$ cat config.mk
export PLATFORM = sky130hd
export DESIGN_NAME = rpa_ctrl
export DESIGN_NICKNAME = d
export VERILOG_FILES = /design/src/sv/rpa_pkg.sv /design/src/sv/rpa_ctrl.sv
export SDC_FILE = /design/constraint.sdc
export NUM_CORES = 1
export LEC_CHECK = 0
export BUFFER_PORTS_ARGS = -buffer_cell sky130_fd_sc_hd__buf_2
export CORE_AREA = 2 2 39 41
export CTS_BUF_LIST = sky130_fd_sc_hd__clkbuf_8
export DETAILED_ROUTE_END_ITERATION = 10
export DIE_AREA = 0 0 41 43
export GPL_TIMING_DRIVEN = 1
export MAX_ROUTING_LAYER = met4
export PLACE_DENSITY = 0.58
export SYNTH_ARGS = -nofsm -noshare
export SYNTH_HDL_FRONTEND = slang
export SYNTH_SLANG_ARGS = --single-unit
$ cat constraint.sdc
create_clock -name clk_i -period 2.6 [get_ports clk_i]
set_clock_uncertainty 0.15 [all_clocks]
set_input_delay 0.13 -clock clk_i [delete_from_list [all_inputs] [get_ports clk_i]]
set_output_delay 0.13 -clock clk_i [all_outputs]
set_load 0.05 [all_outputs]
$ cat src/sv/rpa_pkg.sv
// ----------------------------------------------------------------------------
// rpa_pkg
// Shared types and codes of the reference-counted page allocator: transfer
// payloads, action and status codes, register indexes and the command and
// status bundles between controller and datapath.
// ----------------------------------------------------------------------------
package rpa_pkg;

  localparam int ADDR_W  = 32;
  localparam int CNT_W   = 8;
  localparam int STS_W   = 3;
  localparam int ACT_W   = 2;
  localparam int CFG_IDX_W = 1;

  localparam logic [ACT_W-1:0] ACT_INIT  = 2'd0;
  localparam logic [ACT_W-1:0] ACT_ALLOC = 2'd1;
  localparam logic [ACT_W-1:0] ACT_FREE  = 2'd2;
  localparam logic [ACT_W-1:0] ACT_INC   = 2'd3;

  localparam logic [STS_W-1:0] STS_OK       = 3'd0;
  localparam logic [STS_W-1:0] STS_OOM      = 3'd1;
  localparam logic [STS_W-1:0] STS_BADADDR  = 3'd2;
  localparam logic [STS_W-1:0] STS_CORRUPT  = 3'd3;
  localparam logic [STS_W-1:0] STS_OVERFLOW = 3'd4;

  localparam logic [CFG_IDX_W-1:0] CFG_START = 1'b0;
  localparam logic [CFG_IDX_W-1:0] CFG_STOP  = 1'b1;

  localparam logic [ADDR_W-1:0] START_RESET = 32'h8000_0000;
  localparam logic [ADDR_W-1:0] STOP_RESET  = 32'h8800_0000;

  localparam logic [CNT_W-1:0] CNT_MAX = 8'hFF;

  typedef struct packed {
    logic [ACT_W-1:0]  action;
    logic [ADDR_W-1:0] address;
  } in_item_t;

  typedef struct packed {
    logic [ADDR_W-1:0] page_address;
    logic [STS_W-1:0]  status;
    logic [CNT_W-1:0]  count_after;
  } out_item_t;

  typedef struct packed {
    logic             capture;
    logic             sweep_start;
    logic             sweep_step;
    logic             sweep_push;
    logic             idx_from_addr;
    logic             idx_from_stack;
    logic             decide;
    logic             set_res;
    logic [STS_W-1:0] res_status;
    logic             load_out;
  } ctl_cmd_t;

  typedef struct packed {
    logic [ACT_W-1:0] action;
    logic             depth_zero;
    logic             addr_ok;
    logic             sweep_last;
    logic             out_free;
  } dp_status_t;

endpackage

$ cat src/sv/rpa_ctrl.sv
// ----------------------------------------------------------------------------
// rpa_ctrl
// Sequencer of the page allocator: runs the count clearing pass after reset,
// the init sweep and the read-modify-write steps of alloc, free and
// increment, and hands each result to the output register.
// ----------------------------------------------------------------------------
module rpa_ctrl import rpa_pkg::*; (
  input  logic       clk_i,
  input  logic       rst_ni,
  input  logic       in_valid_i,
  output logic       in_stall_o,
  input  dp_status_t stat_i,
  output ctl_cmd_t   cmd_o
);

  typedef enum logic [2:0] {
    S_CLEAR,
    S_IDLE,
    S_CHECK,
    S_SWEEP,
    S_POP,
    S_CNT_RD,
    S_DECIDE,
    S_EMIT
  } state_e;

  state_e   state_q, state_d;
  logic     in_stall_q;
  ctl_cmd_t cmd;

  always_comb begin
    state_d = state_q;
    cmd     = '0;
    case (state_q)
      S_CLEAR: begin
        cmd.sweep_step = 1'b1;
        if (stat_i.sweep_last) begin
          state_d = S_IDLE;
        end
      end
      S_IDLE: begin
        if (in_valid_i && !in_stall_q) begin
          cmd.capture = 1'b1;
          state_d     = S_CHECK;
        end
      end
      S_CHECK: begin
        case (stat_i.action)
          ACT_INIT: begin
            cmd.sweep_start = 1'b1;
            state_d         = S_SWEEP;
          end
          ACT_ALLOC: begin
            if (stat_i.depth_zero) begin
              cmd.set_res    = 1'b1;
              cmd.res_status = STS_OOM;
              state_d        = S_EMIT;
            end else begin
              state_d = S_POP;
            end
          end
          default: begin
            if (stat_i.addr_ok) begin
              cmd.idx_from_addr = 1'b1;
              state_d           = S_CNT_RD;
            end else begin
              cmd.set_res    = 1'b1;
              cmd.res_status = STS_BADADDR;
              state_d        = S_EMIT;
            end
          end
        endcase
      end
      S_SWEEP: begin
        cmd.sweep_step = 1'b1;
        cmd.sweep_push = 1'b1;
        if (stat_i.sweep_last) begin
          cmd.set_res    = 1'b1;
          cmd.res_status = STS_OK;
          state_d        = S_EMIT;
        end
      end
      S_POP: begin
        cmd.idx_from_stack = 1'b1;
        state_d            = S_CNT_RD;
      end
      S_CNT_RD: begin
        state_d = S_DECIDE;
      end
      S_DECIDE: begin
        cmd.decide = 1'b1;
        state_d    = S_EMIT;
      end
      S_EMIT: begin
        if (stat_i.out_free) begin
          cmd.load_out = 1'b1;
          state_d      = S_IDLE;
        end
      end
      default: begin
        state_d = S_IDLE;
      end
    endcase
  end

  always_ff @(posedge clk_i or negedge rst_ni) begin
    if (!rst_ni) begin
      state_q    <= S_CLEAR;
      in_stall_q <= 1'b1;
    end else begin
      state_q    <= state_d;
      in_stall_q <= (state_d != S_IDLE);
    end
  end

  assign in_stall_o = in_stall_q;
  assign cmd_o      = cmd;

`ifndef SYNTHESIS
  a_stall_tracks_state: assert property (@(posedge clk_i) disable iff (!rst_ni)
    in_stall_q == (state_q != S_IDLE))
    else $error("input stall out of step with state");

  a_capture_then_busy: assert property (@(posedge clk_i) disable iff (!rst_ni)
    cmd.capture |=> in_stall_q && state_q == S_CHECK)
    else $error("accepted transfer not followed by busy check");

  a_load_needs_room: assert property (@(posedge clk_i) disable iff (!rst_ni)
    cmd.load_out |-> stat_i.out_free)
    else $error("result loaded over a waiting result");
`endif

endmodule

==> results.txt <==
Highest fanout seen on the critical path -> 16
Time the worst path needs with I/O delays and setup -> 1900 ps
Weighted congestion at the end of routability-driven global placement -> 0.683
Pwr/cell area -> 1280 mW/mm2
Period Utilization, post-route -> 0.732
Post-synth top area share -> 0.176
Overall die area -> 0.00176 mm2
Final-report max-slew violation count -> 0
Antenna-violating nets left -> 0
Worst reg-to-reg path cell count -> 3
Number of inserted filler cells in the final layout -> 146
Detailed-route wire length -> 827 um
Cell row count -> 14
Setup TNS -> 0 ps
Status -> complete, no violations
Share of cells above drive strength 1 -> 0.545
Buf/Inv on CP -> 1
Peak Freq -> 526 MHz
Final setup margin -> 697 ps
Yosys warning count -> 0
Top delay family on crit path -> flip-flops
Register-to-Register Setup Slack -> 960 ps
First-pass GRT wire length -> 1.42 mm
Post-detailed-route via-to-cell ratio -> 4.51
Reg2Reg Launch Point -> state_q[1]$_DFF_PN0_
Number of primary I/O pins -> 22
Non-filler cells, final -> 82
Cells resized by post-CTS repair -> 0
Synthesis-stage register bit count -> 4
Skew-Pair Late Insertion Delay -> 220 ps
Post-synth top cells -> sky130_fd_sc_hd__nor2_1 (6), sky130_fd_sc_hd__dfrtp_1 (3), sky130_fd_sc_hd__nand2_1 (3)
Launching element type of the critical path -> flip-flop
FF-to-FF End -> in_stall_o$_DFF_PN1_
Critical Setup Path Class -> reg -> out
Clock buffer depth -> 2
Post-synthesis instance area -> 425 um2
Path class of the lowest-slack min-delay path -> in -> reg
Worst slew margin relative to its limit -> 0.619
Max-cap viol count -> 0
Terminating pin of the worst hold path -> state_q[2]$_DFF_PN0_
Detail-routed net length per standard cell -> 10.1 um
Clock-pin slew on the worst setup and hold paths -> 40 ps
Proportion of synthesized chip area in sequential cells -> 0.238
Maximum number of pins on one net before global-route repair -> 17
Cell type with the largest total area after synthesis -> sky130_fd_sc_hd__dfrtp_1
Synthesized instance count -> 45
Remaining Overflow, GRT -> 0
Dpl ws -> 919 ps
Total via count in the routed design -> 370
Most instantiated flip-flop cell in the synthesis netlist -> sky130_fd_sc_hd__dfrtp_1
Starting utilization of the core area -> 0.307
TritonCTS clock tree -> done
Antenna diode count -> 0
Cell count of the worst hold path -> 3
PnR Total Power -> 713 uW
Worst endpoint required time -> 2320 ps
Synth-to-Final Area Change -> 30.6%
Vertical die dimension -> 43 um
Width of the die -> 41 um
Number of antenna violations at the first check in global routing -> 0
Kind of end point of the critical path -> output port
Total global-route track usage -> 0.119
Final setup viols -> 0
Pre-antenna DRT Iters -> 3
Post-route DRC -> 0
I/O Buffers -> 20
DPL Wire Length -> 641 um
Final-report hold violation count -> 0
Area inside the core boundary -> 0.00138 mm2
Setup repair after global routing missed its margin -> false
Async S/R FF share, synth -> 1.00
CP Cell Sequence -> nand2_1, nor3b_1, buf_2
Cell types occupying the most area after synthesis -> sky130_fd_sc_hd__dfrtp_1 (18%), sky130_fd_sc_hd__dfstp_2 (6.2%), sky130_fd_sc_hd__buf_6 (5.3%), sky130_fd_sc_hd__nor2_1 (5.3%), sky130_fd_sc_hd__a211o_1 (4.1%)
Hold slack -> 64.8 ps
Number of clock sinks seen by CTS -> 4
Root buffer cell -> sky130_fd_sc_hd__clkbuf_8
Endpoint arrival time on the critical path -> 1620 ps
Count of flip-flops with a built-in enable after synthesis -> 0
Synth Net Count -> 54
Number of H-tree branching levels -> 1
Vias in the first global route -> 351
Most used standard cell by instance count after synthesis -> sky130_fd_sc_hd__nor2_1
Violation count after the first detailed-routing iteration -> 1
Worst vdd rail ir drop -> 0.566 mV
Startpoint of the tightest hold check path -> stat_i[1]
Number of buffers inserted during clock tree synthesis -> 3
Crit-path max cell delay -> 700 ps
Fin nets -> 76
Post-Synthesis Mean Instance Area -> 9.45 um2
# placed instances -> 77
Slew at the pin with the worst max-slew slack -> 571 ps
Cell leakage power -> 0.000260 uW
Slowest-stage cell, CP -> sky130_fd_sc_hd__dfrtp_1
Post-synth cell types -> 31
[routing by layer]
layer,global-route usage,share of wire,vias to the layer above
li1,-,-,201
met1,0.146,0.42,160
met2,0.181,0.51,9
met3,0,0.065,0
met4,0.0800,0,0
met5,-,0,-
[power by group]
part | switching (uW) | internal (uW) | total (uW)
logic | 268 | 141 | 409
clock network | 34.9 | 101 | 136
registers | 76.9 | 91.0 | 168
total | 379 | 333 | 713
[cell families after synthesis]
logic type	share of synthesized area
AND/OR/NAND/NOR	0.400
AO/OA/AOI/OAI	0.200
flip-flops	0.238
buffers and inverters	0.106
XOR/XNOR	0.0206
multiplexers	0.0265
other	0.00882
[worst max path at each step]
stage / from / to / slack, ps / depth (start not counted)
2_1_floorplan: in_stall_o$_DFF_PN1_ / cmd_o[11] / 410 / 2
3_3_place_gp: state_q[1]$_DFF_PN0_ / cmd_o[2] / 940 / 3
3_5_place_dp: state_q[1]$_DFF_PN0_ / cmd_o[2] / 920 / 3
4_1_cts: state_q[1]$_DFF_PN0_ / cmd_o[2] / 680 / 3
5_1_grt: state_q[1]$_DFF_PN0_ / cmd_o[1] / 590 / 3
6_report: state_q[1]$_DFF_PN0_ / cmd_o[2] / 700 / 3
[placed cells by master (no fill, tap or decap)]
cell type and n:
sky130_fd_sc_hd__nor3b_2 1, sky130_fd_sc_hd__xor2_1 1, sky130_fd_sc_hd__clkbuf_8 3, sky130_fd_sc_hd__nor3b_1 2, sky130_fd_sc_hd__dfrtp_1 3, sky130_fd_sc_hd__inv_1 1
sky130_fd_sc_hd__nand2_1 3, sky130_fd_sc_hd__nor2b_1 1, sky130_fd_sc_hd__a211oi_2 1, sky130_fd_sc_hd__dlygate4sd3_1 1, sky130_fd_sc_hd__a221oi_2 1, sky130_fd_sc_hd__or2_1 1
sky130_fd_sc_hd__dfstp_2 1, sky130_fd_sc_hd__conb_1 1, sky130_fd_sc_hd__o211ai_2 1, sky130_fd_sc_hd__o31a_1 1, sky130_fd_sc_hd__mux2_2 1, sky130_fd_sc_hd__nand2_4 1
sky130_fd_sc_hd__a211o_1 2, sky130_fd_sc_hd__nor2_1 6, sky130_fd_sc_hd__or2b_1 1, sky130_fd_sc_hd__nand2_2 1, sky130_fd_sc_hd__nand3_4 1, sky130_fd_sc_hd__and2b_2 2
sky130_fd_sc_hd__a21oi_2 1, sky130_fd_sc_hd__and4_1 1, sky130_fd_sc_hd__nor3_1 1, sky130_fd_sc_hd__o21ai_1 1, sky130_fd_sc_hd__buf_2 20, sky130_fd_sc_hd__and4_2 1
sky130_fd_sc_hd__a21oi_1 1, sky130_fd_sc_hd__and2_1 2
[sequential cells by signal, summed over array words and instances, names as in the netlist]
name        count
state_q         3
in_stall_o      1
[worst min-delay path: cells and delay by family]
kind            cells  cell delay, ps
compound gates      1              70
buf+inv             1             110
simple gates        1              80
[through the flow]
stage	utilization	cell area (um2)
after floorplan	-	425
after global placement	0.362	500
after detailed placement	0.362	500
after CTS	0.401	556
after global routing	0.401	556
final	0.401	556
[area by class of cell]
cell class                      count  area (um2)  share of cell area
Tap cell                           16        20.0              0.0360
Clock buffer                        3        41.3              0.0743
Multi-Input combinational cell     37         279               0.502
Sequential cell                     4         101               0.182
Timing Repair Buffer               21         110               0.198
Clock inverter                      1        3.75             0.00676
[repair_timing]
action                                 4_1_cts  5_1_grt
endpoints found under the hold margin        4        0
buffers inserted                             0        0
hold buffers                                 1        0
Note: power is estimated with default switching activity, not from simulation.
